`config.mk`:
```
export PLATFORM = sky130hd
export DESIGN_NAME = melody_tone_player
export DESIGN_NICKNAME = d
export VERILOG_FILES = /design/src/rtl/mtp_pkg.sv /design/src/rtl/mtp_front.sv /design/src/rtl/mtp_div.sv /design/src/rtl/mtp_back.sv /design/src/rtl/melody_tone_player.sv
export SDC_FILE = /design/constraint.sdc
export NUM_CORES = 2
export LEC_CHECK = 0
export BUFFER_PORTS_ARGS = -buffer_cell sky130_fd_sc_hd__buf_2
export CAP_MARGIN = 40
export CELL_PAD_IN_SITES_DETAIL_PLACEMENT = 0
export CELL_PAD_IN_SITES_GLOBAL_PLACEMENT = 1
export CORE_ASPECT_RATIO = 1.25
export CORE_MARGIN = 2
export CORE_UTILIZATION = 56
export DETAILED_ROUTE_END_ITERATION = 10
export GPL_TIMING_DRIVEN = 0
export PLACE_DENSITY_LB_ADDON = 0.1
export SYNTH_ARGS = -nofsm -noshare
export SYNTH_HDL_FRONTEND = slang
export SYNTH_SLANG_ARGS = --single-unit
```
`constraint.sdc`:
```
create_clock -name clock -period 4 [get_ports clock]
set_input_delay 0.4 -clock clock [delete_from_list [all_inputs] [get_ports clock]]
set_output_delay 0.4 -clock clock [all_outputs]
set_load 0.005 [all_outputs]
```
`src/rtl/mtp_pkg.sv`:
```
// mtp_pkg: shared types, constants and the sine table of the melody tone player
// depends on nothing; every rtl file refers to it by scoped names
`default_nettype none

package mtp_pkg;

   // fixed field widths
   localparam int TICK_W  = 16;
   localparam int BEAT_W  = 5;
   localparam int IDX_W   = 6;
   localparam int LEN_W   = 7;
   localparam int DAC_W   = 8;
   localparam int ROM_W   = 5;
   localparam int SINE_LEN = 25;

   // reset values of registers and state
   localparam logic [TICK_W-1:0] TEMPO_RESET  = 16'd45000;
   localparam logic [LEN_W-1:0]  SONG_RESET   = 7'd42;
   localparam logic [DAC_W-1:0]  SAMPLE_RESET = 8'h80;

   // request kinds
   localparam logic REQ_TICK  = 1'b0;
   localparam logic REQ_WRITE = 1'b1;

   // register indexes of the csr port
   localparam int CSR_IDX_W = 2;
   localparam logic [CSR_IDX_W-1:0] CSR_TEMPO = 2'd0;
   localparam logic [CSR_IDX_W-1:0] CSR_SONG  = 2'd1;

   // input word
   typedef struct packed {
      logic              req_type;
      logic              button;
      logic              fast_switch;
      logic [IDX_W-1:0]  entry_index;
      logic [TICK_W-1:0] entry_period;
      logic              entry_rest;
      logic [BEAT_W-1:0] entry_beats;
   } req_word_type;

   // result word
   typedef struct packed {
      logic [DAC_W-1:0] dac_value;
      logic             playing;
      logic [IDX_W-1:0] note_number;
   } rsp_word_type;

   // classified word as queued between front and back
   typedef struct packed {
      logic         is_write;
      logic         idx_ok;
      req_word_type word;
   } mtp_cmd_type;

   // one melody entry
   typedef struct packed {
      logic [TICK_W-1:0] period;
      logic              rest;
      logic [BEAT_W-1:0] beats;
   } mtp_entry_type;

   // back end sequencer
   typedef enum logic [1:0] {
      ST_IDLE,
      ST_READ,
      ST_LOAD,
      ST_DIV
   } mtp_state_type;

   // one period of the sine wave
   function automatic logic [DAC_W-1:0] sine_at(input logic [ROM_W-1:0] idx);
      logic [DAC_W-1:0] val;
      case (idx)
         5'd0:    val = 8'h80;
         5'd1:    val = 8'h9F;
         5'd2:    val = 8'hBD;
         5'd3:    val = 8'hD7;
         5'd4:    val = 8'hEC;
         5'd5:    val = 8'hF9;
         5'd6:    val = 8'hFF;
         5'd7:    val = 8'hFD;
         5'd8:    val = 8'hF3;
         5'd9:    val = 8'hE2;
         5'd10:   val = 8'hCB;
         5'd11:   val = 8'hAF;
         5'd12:   val = 8'h90;
         5'd13:   val = 8'h6F;
         5'd14:   val = 8'h50;
         5'd15:   val = 8'h32;
         5'd16:   val = 8'h1D;
         5'd17:   val = 8'h0C;
         5'd18:   val = 8'h02;
         5'd19:   val = 8'h00;
         5'd20:   val = 8'h06;
         5'd21:   val = 8'h13;
         5'd22:   val = 8'h28;
         5'd23:   val = 8'h42;
         5'd24:   val = 8'h60;
         default: val = 8'h00;
      endcase
      return val;
   endfunction

endpackage

`default_nettype wire

```
`src/rtl/mtp_front.sv`:
```
// mtp_front: accepts request words, classifies them and queues them for the back end
// depends on mtp_pkg
`default_nettype none

module mtp_front #(
   parameter int MAX_NOTES = 64
) (
   input  wire logic                 clock,
   input  wire logic                 reset,
   input  wire logic                 req_valid,
   output      logic                 req_ready,
   input  wire mtp_pkg::req_word_type req_data,
   output      logic                 q_valid,
   input  wire logic                 q_ready,
   output      mtp_pkg::mtp_cmd_type q_cmd
);

   localparam int CMP_W = ($clog2(MAX_NOTES + 1) > mtp_pkg::IDX_W) ?
                          $clog2(MAX_NOTES + 1) : mtp_pkg::IDX_W;

   mtp_pkg::mtp_cmd_type slot_ff [2];
   logic       wr_ptr_ff, wr_ptr_in;
   logic       rd_ptr_ff, rd_ptr_in;
   logic [1:0] count_ff, count_in;
   logic       push, pop;
   mtp_pkg::mtp_cmd_type cmd;

   // classify the incoming word
   always_comb begin
      cmd.is_write = (req_data.req_type == mtp_pkg::REQ_WRITE);
      cmd.idx_ok   = (CMP_W'(req_data.entry_index) < CMP_W'(MAX_NOTES));
      cmd.word     = req_data;
   end

   // two-word queue control
   assign req_ready = (count_ff != 2'd2);
   assign q_valid   = (count_ff != 2'd0);
   assign q_cmd     = slot_ff[rd_ptr_ff];
   assign push      = req_valid && req_ready;
   assign pop       = q_valid && q_ready;

   always_comb begin
      wr_ptr_in = push ? ~wr_ptr_ff : wr_ptr_ff;
      rd_ptr_in = pop  ? ~rd_ptr_ff : rd_ptr_ff;
      count_in  = 2'(count_ff + {1'b0, push} - {1'b0, pop});
   end

   always_ff @(posedge clock) begin
      if (reset) begin
         wr_ptr_ff <= 1'b0;
         rd_ptr_ff <= 1'b0;
         count_ff  <= 2'd0;
      end else begin
         wr_ptr_ff <= wr_ptr_in;
         rd_ptr_ff <= rd_ptr_in;
         count_ff  <= count_in;
      end
   end

   // queue storage
   always_ff @(posedge clock) begin
      if (push) begin
         slot_ff[wr_ptr_ff] <= cmd;
      end
   end

endmodule

`default_nettype wire

```
`src/rtl/mtp_div.sv`:
```
// mtp_div: restoring divider, one quotient bit per cycle, for the note duration
// depends on mtp_pkg
`default_nettype none

module mtp_div (
   input  wire logic                         clock,
   input  wire logic                         reset,
   input  wire logic                         start,
   input  wire logic [mtp_pkg::TICK_W-1:0]   dividend,
   input  wire logic [mtp_pkg::BEAT_W-1:0]   divisor,
   output      logic                         done,
   output      logic [mtp_pkg::TICK_W-1:0]   quotient
);

   localparam int CNT_W = $clog2(mtp_pkg::TICK_W);

   logic                       busy_ff, busy_in;
   logic                       done_ff, done_in;
   logic [CNT_W-1:0]           cnt_ff, cnt_in;
   logic [mtp_pkg::BEAT_W-1:0] rem_ff, rem_in;
   logic [mtp_pkg::TICK_W-1:0] quo_ff, quo_in;
   logic [mtp_pkg::BEAT_W-1:0] div_ff, div_in;
   logic [mtp_pkg::BEAT_W:0]   trial;

   assign trial = {rem_ff, quo_ff[mtp_pkg::TICK_W-1]};

   // one shift-subtract step
   always_comb begin
      busy_in = busy_ff;
      done_in = 1'b0;
      cnt_in  = cnt_ff;
      rem_in  = rem_ff;
      quo_in  = quo_ff;
      div_in  = div_ff;
      if (start) begin
         busy_in = 1'b1;
         cnt_in  = '0;
         rem_in  = '0;
         quo_in  = dividend;
         div_in  = divisor;
      end else if (busy_ff) begin
         if (trial >= {1'b0, div_ff}) begin
            rem_in = mtp_pkg::BEAT_W'(trial - {1'b0, div_ff});
            quo_in = {quo_ff[mtp_pkg::TICK_W-2:0], 1'b1};
         end else begin
            rem_in = trial[mtp_pkg::BEAT_W-1:0];
            quo_in = {quo_ff[mtp_pkg::TICK_W-2:0], 1'b0};
         end
         cnt_in = CNT_W'(cnt_ff + 1'b1);
         if (cnt_ff == CNT_W'(mtp_pkg::TICK_W - 1)) begin
            busy_in = 1'b0;
            done_in = 1'b1;
         end
      end
   end

   always_ff @(posedge clock) begin
      if (reset) begin
         busy_ff <= 1'b0;
         done_ff <= 1'b0;
      end else begin
         busy_ff <= busy_in;
         done_ff <= done_in;
      end
   end

   always_ff @(posedge clock) begin
      cnt_ff <= cnt_in;
      rem_ff <= rem_in;
      quo_ff <= quo_in;
      div_ff <= div_in;
   end

   assign done     = done_ff;
   assign quotient = quo_ff;

endmodule

`default_nettype wire

```
`src/rtl/mtp_back.sv`:
```
// mtp_back: carries out queued words: melody store, button watch, timers, sine output
// depends on mtp_pkg and mtp_div
`default_nettype none

module mtp_back #(
   parameter int MAX_NOTES  = 64,
   parameter int WAVE_STEPS = 25
) (
   input  wire logic                        clock,
   input  wire logic                        reset,
   input  wire logic [mtp_pkg::TICK_W-1:0]  tempo_ticks,
   input  wire logic [mtp_pkg::LEN_W-1:0]   song_length,
   input  wire logic                        q_valid,
   output      logic                        q_ready,
   input  wire mtp_pkg::mtp_cmd_type        q_cmd,
   output      logic                        rsp_valid,
   input  wire logic                        rsp_ready,
   output      mtp_pkg::rsp_word_type       rsp_data
);

   localparam int NOTE_W = $clog2(MAX_NOTES);
   localparam int PH_W   = $clog2(WAVE_STEPS);
   localparam int LEN_W  = ($clog2(MAX_NOTES + 1) > mtp_pkg::LEN_W) ?
                           $clog2(MAX_NOTES + 1) : mtp_pkg::LEN_W;
   localparam int TW     = mtp_pkg::TICK_W;

   // sequencer and play state
   mtp_pkg::mtp_state_type state_ff, state_in;
   logic                   running_ff, running_in;
   logic                   seen_ff, seen_in;
   logic                   fast_ff, fast_in;
   logic [NOTE_W-1:0]      note_pos_ff, note_pos_in;
   logic [PH_W-1:0]        phase_ff, phase_in;
   logic [mtp_pkg::ROM_W-1:0] rom_idx_ff, rom_idx_in;
   logic [TW-1:0]          tone_ff, tone_in;
   logic [TW-1:0]          dur_ff, dur_in;
   logic [TW-1:0]          lim_ff, lim_in;
   logic [mtp_pkg::DAC_W-1:0] sample_ff, sample_in;
   logic [TW-1:0]          period_ff, period_in;
   logic                   rest_ff, rest_in;
   logic                   rsp_valid_ff, rsp_valid_in;
   mtp_pkg::rsp_word_type  rsp_ff;

   // melody store
   mtp_pkg::mtp_entry_type mem [MAX_NOTES];
   mtp_pkg::mtp_entry_type rd_ff;
   mtp_pkg::mtp_entry_type wr_entry;
   logic                   mem_we;

   // decode of the word at the head of the queue
   logic              take, is_tick, btn;
   logic              start_play, stop_play, advance, note_end, start_load, emit;
   logic [LEN_W-1:0]  eff_len, song_ext, nxt_pos;
   logic              div_start, div_done;
   logic [TW-1:0]     quotient;
   logic [mtp_pkg::BEAT_W-1:0] divisor;

   assign btn        = q_cmd.word.button;
   assign is_tick    = !q_cmd.is_write;
   assign take       = (state_ff == mtp_pkg::ST_IDLE) && q_valid && !rsp_valid_ff;
   assign q_ready    = take;
   assign start_play = take && is_tick && !running_ff && !btn && seen_ff;
   assign stop_play  = take && is_tick && running_ff && !btn && seen_ff;
   assign advance    = take && is_tick && running_ff && !stop_play;
   assign note_end   = advance && (dur_ff == lim_ff);
   assign start_load = start_play || note_end;
   assign emit       = (take && !start_load) ||
                       ((state_ff == mtp_pkg::ST_DIV) && div_done);
   assign mem_we     = take && q_cmd.is_write && !running_ff && q_cmd.idx_ok;

   // song length clamped to one..MAX_NOTES, next position wraps at it
   always_comb begin
      song_ext = LEN_W'(song_length);
      if (song_ext == '0) begin
         eff_len = LEN_W'(1);
      end else if (song_ext > LEN_W'(MAX_NOTES)) begin
         eff_len = LEN_W'(MAX_NOTES);
      end else begin
         eff_len = song_ext;
      end
      nxt_pos = LEN_W'(LEN_W'(note_pos_ff) + 1'b1);
      if (nxt_pos >= eff_len) begin
         nxt_pos = '0;
      end
   end

   // next state
   always_comb begin
      state_in = state_ff;
      case (state_ff)
         mtp_pkg::ST_IDLE: begin
            if (start_load) begin
               state_in = mtp_pkg::ST_READ;
            end
         end
         mtp_pkg::ST_READ: state_in = mtp_pkg::ST_LOAD;
         mtp_pkg::ST_LOAD: state_in = mtp_pkg::ST_DIV;
         mtp_pkg::ST_DIV: begin
            if (div_done) begin
               state_in = mtp_pkg::ST_IDLE;
            end
         end
         default: state_in = mtp_pkg::ST_IDLE;
      endcase
   end

   // datapath and outputs
   always_comb begin
      running_in = running_ff;
      seen_in    = seen_ff;
      fast_in    = fast_ff;
      note_pos_in = note_pos_ff;
      phase_in   = phase_ff;
      rom_idx_in = rom_idx_ff;
      tone_in    = tone_ff;
      dur_in     = dur_ff;
      lim_in     = lim_ff;
      sample_in  = sample_ff;
      period_in  = period_ff;
      rest_in    = rest_ff;
      div_start  = 1'b0;
      divisor    = (rd_ff.beats == '0) ? mtp_pkg::BEAT_W'(1) : rd_ff.beats;

      case (state_ff)
         mtp_pkg::ST_IDLE: begin
            if (take && is_tick) begin
               if (btn) begin
                  seen_in = 1'b1;
               end
               if (start_play) begin
                  seen_in     = 1'b0;
                  running_in  = 1'b1;
                  fast_in     = !q_cmd.word.fast_switch;
                  note_pos_in = '0;
               end else if (stop_play) begin
                  seen_in     = 1'b0;
                  running_in  = 1'b0;
                  note_pos_in = '0;
               end else if (note_end) begin
                  note_pos_in = NOTE_W'(nxt_pos);
               end else if (advance) begin
                  dur_in = TW'(dur_ff + 1'b1);
                  if (tone_ff == period_ff) begin
                     tone_in   = '0;
                     sample_in = mtp_pkg::sine_at(rom_idx_ff);
                     if (!rest_ff) begin
                        if (phase_ff == PH_W'(WAVE_STEPS - 1)) begin
                           phase_in   = '0;
                           rom_idx_in = '0;
                        end else begin
                           phase_in   = PH_W'(phase_ff + 1'b1);
                           rom_idx_in = (rom_idx_ff == mtp_pkg::ROM_W'(mtp_pkg::SINE_LEN - 1)) ?
                                        '0 : mtp_pkg::ROM_W'(rom_idx_ff + 1'b1);
                        end
                     end
                  end else begin
                     tone_in = TW'(tone_ff + 1'b1);
                  end
               end
            end
         end
         mtp_pkg::ST_LOAD: begin
            period_in = rd_ff.period;
            rest_in   = rd_ff.rest;
            tone_in   = '0;
            dur_in    = '0;
            div_start = 1'b1;
         end
         mtp_pkg::ST_DIV: begin
            if (div_done) begin
               lim_in = fast_ff ? {1'b0, quotient[TW-1:1]} : quotient;
            end
         end
         default: begin
         end
      endcase

      rsp_valid_in = rsp_valid_ff && !rsp_ready;
      if (emit) begin
         rsp_valid_in = 1'b1;
      end
   end

   // duration divider
   mtp_div u_div (
      .clock    (clock),
      .reset    (reset),
      .start    (div_start),
      .dividend (tempo_ticks),
      .divisor  (divisor),
      .done     (div_done),
      .quotient (quotient)
   );

   always_ff @(posedge clock) begin
      if (reset) begin
         state_ff     <= mtp_pkg::ST_IDLE;
         running_ff   <= 1'b0;
         seen_ff      <= 1'b0;
         fast_ff      <= 1'b0;
         note_pos_ff  <= '0;
         phase_ff     <= '0;
         rom_idx_ff   <= '0;
         tone_ff      <= '0;
         dur_ff       <= '0;
         lim_ff       <= '0;
         sample_ff    <= mtp_pkg::SAMPLE_RESET;
         rsp_valid_ff <= 1'b0;
      end else begin
         state_ff     <= state_in;
         running_ff   <= running_in;
         seen_ff      <= seen_in;
         fast_ff      <= fast_in;
         note_pos_ff  <= note_pos_in;
         phase_ff     <= phase_in;
         rom_idx_ff   <= rom_idx_in;
         tone_ff      <= tone_in;
         dur_ff       <= dur_in;
         lim_ff       <= lim_in;
         sample_ff    <= sample_in;
         rsp_valid_ff <= rsp_valid_in;
      end
   end

   // current note and result word
   always_ff @(posedge clock) begin
      period_ff <= period_in;
      rest_ff   <= rest_in;
      if (emit) begin
         rsp_ff.dac_value   <= sample_in;
         rsp_ff.playing     <= running_in;
         rsp_ff.note_number <= mtp_pkg::IDX_W'(note_pos_in);
      end
   end

   // melody store, one write and one registered read port
   assign wr_entry.period = q_cmd.word.entry_period;
   assign wr_entry.rest   = q_cmd.word.entry_rest;
   assign wr_entry.beats  = q_cmd.word.entry_beats;

   always_ff @(posedge clock) begin
      if (mem_we) begin
         mem[NOTE_W'(q_cmd.word.entry_index)] <= wr_entry;
      end
      rd_ff <= mem[note_pos_ff];
   end

   assign rsp_valid = rsp_valid_ff;
   assign rsp_data  = rsp_ff;

endmodule

`default_nettype wire

```
`src/rtl/melody_tone_player.sv`:
```
// melody_tone_player: top level, csr registers and the front and back ends
// depends on mtp_pkg, mtp_front, mtp_back
//
//   channel | direction | handshake             | payload
//   req     | in        | req_valid / req_ready | req_data  (mtp_pkg::req_word_type)
//   rsp     | out       | rsp_valid / rsp_ready | rsp_data  (mtp_pkg::rsp_word_type)
//   csr     | in        | csr_valid / csr_ready | csr_index, csr_wdata
//
// a word goes through a two-word queue, then the back end, which registers its result;
// the back end takes no new word while a result is still held
// a word that starts a note goes through the store read, the load, then the 16-bit
// divider at one quotient bit a cycle
// the queue takes up to two words while a result waits on rsp_ready
// reset is synchronous; the melody store is not cleared, csr writes are always ready
`default_nettype none

module melody_tone_player #(
   parameter int MAX_NOTES  = 64,
   parameter int WAVE_STEPS = 25
) (
   input  wire logic                             clock,
   input  wire logic                             reset,
   input  wire logic                             req_valid,
   output      logic                             req_ready,
   input  wire mtp_pkg::req_word_type            req_data,
   output      logic                             rsp_valid,
   input  wire logic                             rsp_ready,
   output      mtp_pkg::rsp_word_type            rsp_data,
   input  wire logic                             csr_valid,
   output      logic                             csr_ready,
   input  wire logic [mtp_pkg::CSR_IDX_W-1:0]    csr_index,
   input  wire logic [mtp_pkg::TICK_W-1:0]       csr_wdata
);

   logic [mtp_pkg::TICK_W-1:0] tempo_ff, tempo_in;
   logic [mtp_pkg::LEN_W-1:0]  song_ff, song_in;
   logic                       q_valid, q_ready;
   mtp_pkg::mtp_cmd_type       q_cmd;

   // csr write decode
   assign csr_ready = 1'b1;

   always_comb begin
      tempo_in = tempo_ff;
      song_in  = song_ff;
      if (csr_valid && csr_ready) begin
         case (csr_index)
            mtp_pkg::CSR_TEMPO: tempo_in = csr_wdata;
            mtp_pkg::CSR_SONG:  song_in  = csr_wdata[mtp_pkg::LEN_W-1:0];
            default: begin
            end
         endcase
      end
   end

   always_ff @(posedge clock) begin
      if (reset) begin
         tempo_ff <= mtp_pkg::TEMPO_RESET;
         song_ff  <= mtp_pkg::SONG_RESET;
      end else begin
         tempo_ff <= tempo_in;
         song_ff  <= song_in;
      end
   end

   // front end with queue
   mtp_front #(
      .MAX_NOTES (MAX_NOTES)
   ) u_front (
      .clock     (clock),
      .reset     (reset),
      .req_valid (req_valid),
      .req_ready (req_ready),
      .req_data  (req_data),
      .q_valid   (q_valid),
      .q_ready   (q_ready),
      .q_cmd     (q_cmd)
   );

   // back end
   mtp_back #(
      .MAX_NOTES  (MAX_NOTES),
      .WAVE_STEPS (WAVE_STEPS)
   ) u_back (
      .clock       (clock),
      .reset       (reset),
      .tempo_ticks (tempo_ff),
      .song_length (song_ff),
      .q_valid     (q_valid),
      .q_ready     (q_ready),
      .q_cmd       (q_cmd),
      .rsp_valid   (rsp_valid),
      .rsp_ready   (rsp_ready),
      .rsp_data    (rsp_data)
   );

endmodule

`default_nettype wire

```
---- Word level (Yosys, flattened, before mapping) ----
Memory sizes are Yosys's and may differ from the RTL's. A register that Yosys moved wholly into a read port is not among the register bits.
Index checks and enable logic that the tools add are counted.
word-level totals
  memories kept ........................... 3
  memory bits (writable) .................. 1472
  input bits .............................. 54
  logic and storage cells ................. 173
  bits in read-only memories .............. 256
  bits in registers ....................... 169
  output and inout bits ................... 18
operators by class
  $lt $le $gt $ge ......................... 3
  reduce and logical (&&, ||, !) cells .... 46
  add/sub/neg operators ................... 9
  bitwise gates (word level) .............. 7
  muxes and demuxes ....................... 60
  equal/unequal tests ..................... 17
memory list
  name             words  width  rd ports  clocked after Yosys merged registers in  wr ports  RTL line         RTL
  u_back.mem       64     22     1         1                                        1         mtp_back.sv:45   mtp_pkg::mtp_entry_type mem [MAX_NOTES];
  (no name shown)  32     8      1         1                                        0         mtp_pkg.sv:73    case (idx)
  u_front.slot_ff  2      32     1         1                                        1         mtp_front.sv:21  mtp_pkg::mtp_cmd_type slot_ff [2];
operators by type and width
  operator               count
  $mux 16                14
  $pmux 16 s2            2
  $mux 8                 7
  $mux 6                 6
  $add 16x1->16 const B  2
  $eq 16x16->1           2
  $mux 5                 6
  $mux 1                 20
  $logic_and 1x1->1      18
  $mux 7                 2
  $ne 2x2->1 const B     6
  $add 5x1->5 const B    2
  $eq 5x5->1 const B     2
  $logic_not 1->1        8
  $pmux 2 s4             1
  $reduce_and 2->1       4
  $reduce_and 8->1       1
  $add 6x1->7 const B    1
  $ge 7x7->1             1
  $gt 7x7->1 const B     1
  $logic_not 7->1        1
  $not 1->1              7
  $ge 6x5->1             1
  $reduce_and 3->1       2
  17 further kinds       25

---- Depth between registers and ports, before layout ----
  word-level depth ........................ 15
  gate-level depth with buffers ........... 16
  depth with buffers taken out ............ 14

---- Hierarchy ----
A second synthesis with hierarchy kept.
unflattened totals
  cell total of the unflattened synthesis .. 3725
  area total of the unflattened synthesis .. 65856.9 µm²
by module, submodules not included
  module              cells each  area each (µm²)  times used
  mtp_back            3380        60842.1          1
  mtp_front           128         2502.4           1
  mtp_div             118         1531.5           1
  melody_tone_player  99          980.9            1

---- Worst setup path after synthesis ----
No wires, ideal clock.
  kind .................................... reg2reg
  from .................................... register u_back.state_ff[0]
  to ...................................... memory u_back.mem[47][0] (netlist bit), enable pin
  setup slack ............................. 668 ps
  stages on the path, launching flop included .. 9
  period minus slack after synthesis ...... 3332 ps
  library setup time ...................... 401 ps
  data arrival time ....................... 2931 ps
  required time ........................... 3599 ps
  cells stage by stage .................... dfxtp_1 inv_1 ha_1 inv_1 or3_1 clkbuf_1 nor3_1 nand3_1 nor2_1
on the way
  word-level cells in the longest chain between the ends .. 8
RTL lines
  element                         RTL line         RTL
  from (decl)                     mtp_back.sv:28   mtp_pkg::mtp_state_type state_ff, state_in;
  from (signal assigned)          mtp_back.sv:197  state_ff <= mtp_pkg::ST_IDLE;
  from (signal assigned)          mtp_back.sv:210  state_ff <= state_in;
  $logic_not 2->1                 mtp_back.sv:60   assign take = (state_ff == mtp_pkg::ST_IDLE) && q_valid && !rsp_valid_ff;
  $logic_and 1x1->1 (2 in a row)  mtp_back.sv:60
  $logic_and 1x1->1 (3 in a row)  mtp_back.sv:69   assign mem_we = take && q_cmd.is_write && !running_ff && q_cmd.idx_ok;
  $mux 1                          mtp_back.sv:242  if (mem_we) begin
  $mux 1 (not written as such)    mtp_back.sv:243  mem[NOTE_W'(q_cmd.word.entry_index)] <= wr_entry;
  to (decl)                       mtp_back.sv:45
Every way passes these cells.

---- Worst setup path in the final report ----
  from .................................... register u_back.state_ff[0]
  to ...................................... memory u_back.mem[28][11] (netlist bit), enable pin
Same word-level chain as after synthesis.

==> flow_summary.yaml <==
sta:
  slew_headroom: 0.274
  setup_tns_ns: 0
  rsz0062_at_grt: "true"
  max_freq_mhz: 254
  hold_slack_ns: 0.101
  period_share: 0.985
  setup_viol: 0
  fin_worst_skew_ns: 0.0351
  hold_viol: 0
  period_minus_slack_ns: 3.94
  fin_ws_ns: 0.0607
  tightest_slew_ns: 1.09
  maxSlewViolCount: 0
setup_path:
  startpoint_type: "flip-flop"
  endpoint_kind: "flip-flop"
  critPathKind: "reg2reg"
  worstPathArrival_ns: 4.44
  crit_fanout: 14
  cp.required_ns: 4.50
  rr_worst_depth: 10
finish:
  layout.nets: 3553
  layout-drive-gt1-share: 0.291
  syn_to_final_growth_pct: 15.8
  fillCellCount: 7538
placement:
  routabilityCongestion: 0.891
  post-place-ws_ns: -0.340
  port_buffers: 69
  dp_hpwl_um: 112000
pwr:
  p_total_mw: 38.6
  intPower_mw: 29.6
  clkPwrFrac: 0.373
  vdd_drop_max_uv: 455
  switching_share: 0.234
  seqPwrFrac: 0.538
  p_per_area_nw_per_um2: 514
  p_switching_mw: 9.02
  p_leak_nw: 23.5
  combPwrFrac: 0.088
synthesis:
  ys_types: 76
  synth_nets: 3157
  synthesis.area_um2: 64800
  synthFlopType: "edfxtp_1"
  synthArstFlopShare: 0
  yosysSeqAreaShare: 0.751
  synth_top_cell_by_area: "edfxtp_1"
  ys_ff_latch: 1670
  synth_top_area_frac: 0.706
  synthTopCellsByArea: "edfxtp_1, mux4_2, dfxtp_1, nor2_1, mux2_2"
  synth-edff-count: 1523
  syn-mean-instance-area_um2: 21.1
  yosysWarnings: 0
  synth_cells: 3068
cts:
  cts_root_buffer: "clkbuf_16"
  cts_tree: "yes"
  clk_pin_slew_ns: 0.06
  htreeDepth: 4
  clockBufferDepth: 3
  clock_latency_ns: 0.81
  clock-sinks: 1670
  cts_inserted_buffers: 156
route:
  firstDrtPassIters: 5
  drt_iter0_drc: 3676
  ant_nets: 0
  routed-wl-met3_um: 11600
  vias: 32347
  routed.top_layer: "met5"
  dr_wl_met2_um: 82800
  wl_met1_um: 61100
  routed_via_density: 6.37
  wirelength_um: 162000
  drc_errors: 0
  post_drt_wl_per_cell_um: 31.9
die:
  die_area_um2: 119000
  io_pins: 72
  coreArea_um2: 115000
  die_w_um: 308
  die_h_um: 384
  initial_core_util: 0.565
  rows: 139
run_status:
  status: "finished clean"
hold_path:
  hold_path.class: "in2reg"
  hold_depth: 4
global_route:
  grt_pass1_vias: 33253
  grt-ovfl-total: 0
  antenna_found_initial: 11
  grt_max_degree: 64
  grt_util_all_layers: 0.279
  grt_pass1_wl_um: 232000
job:
  drv_cap: 0
-- state kept, by name (all words and copies together), names as in the netlist, 16 cells and up, named ones only --
register	flops
u_back.rd_ff	22
tempo_ff	16
u_back.mem	1408
u_back.period_ff	16
u_front.slot_ff	62
u_back.u_div.quotient	16
u_back.lim_ff	16
u_back.tone_ff	16
u_back.dur_ff	16
-- worst paths after layout --
check	from	end	slack (ns)
max reg2reg	u_back.state_ff[0]	u_back.mem[28][11]	0.06
min reg2reg	u_back.rd_ff[10]	u_back.period_ff[4]	0.40
max	u_back.state_ff[0]	u_back.mem[28][11]	0.06
min	req_valid	u_front.wr_ptr_ff	0.10
-- cells in the final DEF, fill, tap and decap left out, types with 24 or more instances in the layout --
cell type      count
buf_8             31
xor2_1            54
a21oi_1           30
buf_12            32
clkbuf_16        158
nand2_1           86
dlygate4sd3_1     53
mux2i_1           56
buf_6             24
dfxtp_1          147
mux2_2            51
buf_16            27
inv_1             43
mux4_2           450
edfxtp_1        1523
clkinv_1          37
buf_2            113
nor2_1            90
clkbuf_1         133
ha_1              34
nor2_4            55
-- synth_stat cells, drive strengths merged, types with 5 or more instances --
cell type and instances:
o22ai 8, nand2b 9, nor3 14, a31oi 6, nand4 19, nor4 13, xnor2 20, nand3 26
a21o 8, clkbuf 95, o21ai 10, nand3b 10, ha 34, inv 44, and3 9, mux2 52
mux4 450, o221ai 8, nor2 158, a211oi 22, nand2 86, mux2i 57, a21oi 32, or3 8
edfxtp 1523, and4 5, dfxtp 147, xor2 54, nor2b 16, buf 64, o32ai 5
-- critical path: stages (launching register included) --
cell and delay, ns:
dfxtp_1 0.31, inv_1 0.13, ha_1 0.16, inv_1 0.12, or3_1 0.36, clkbuf_1 0.23, nor3_1 0.53, buf_4 0.31
nand3_1 0.59, nor2_4 0.65, buf_16 0.22
-- layer usage --
metal	vias to the layer above	GRT usage
met5	-	0
li1	13459	-
met1	17240	0.362
met4	8	0.106
met2	1353	0.473
met3	287	0.0535
-- area by class of cell --
| class | instances | area (µm²) | share of cell area |
|---|---|---|---|
| flip-flops and latches | 1670 | 48700 | 0.648 |
| multi-input cells | 1197 | 15800 | 0.210 |
| clock buffers | 201 | 4140 | 0.0551 |
| repair buffers | 237 | 2980 | 0.0397 |
| well taps | 1480 | 1850 | 0.0247 |
| clock inverters | 83 | 766 | 0.0102 |
| plain buffers | 158 | 697 | 0.00928 |
| inverters | 44 | 165 | 0.00220 |
| diodes | 5 | 12.5 | 0.000167 |
-- timing repair --
item                                    4_1_cts  5_1_grt
endpoints found under the setup margin      152      272
buffers inserted                              0        4
gates cloned                                  0        2
pin swaps                                     2       10
resized for setup                             8       15
hold buffers                                 53        0
endpoints found under the hold margin        86        0
-- cell families after synthesis --
| group | count (synthesis) | synth area share |
|---|---|---|
| buf+inv | 203 | 0.0132 |
| xor+xnor | 74 | 0.0100 |
| other cells | 1 | 0.0000579 |
| simple gates | 390 | 0.0292 |
| flops | 1670 | 0.751 |
| mux | 559 | 0.174 |
| compound gates | 136 | 0.0154 |
| fa+ha+maj | 35 | 0.00687 |
-- power groups by stage --
stage	clock, mW	sequential [mW]	combinational [mW]
floorplan	0	21.1	1.56
global placement	0	21.2	2.65
detailed placement	0	21.1	3.35
CTS	14.6	20.8	3.40
global route	15.3	20.8	3.67
finish	14.4	20.8	3.41
-- per-stage QoR --
stage                      util  area (µm²)  instances
after floorplan               -       64800       3068
after global placement    0.584       67000       4617
after detailed placement  0.605       69500       4728
after CTS                 0.653       74900       5064
after global routing      0.654       75100       5071
final                     0.654       75100       5075
Note: power is estimated with default switching activity, not from simulation.
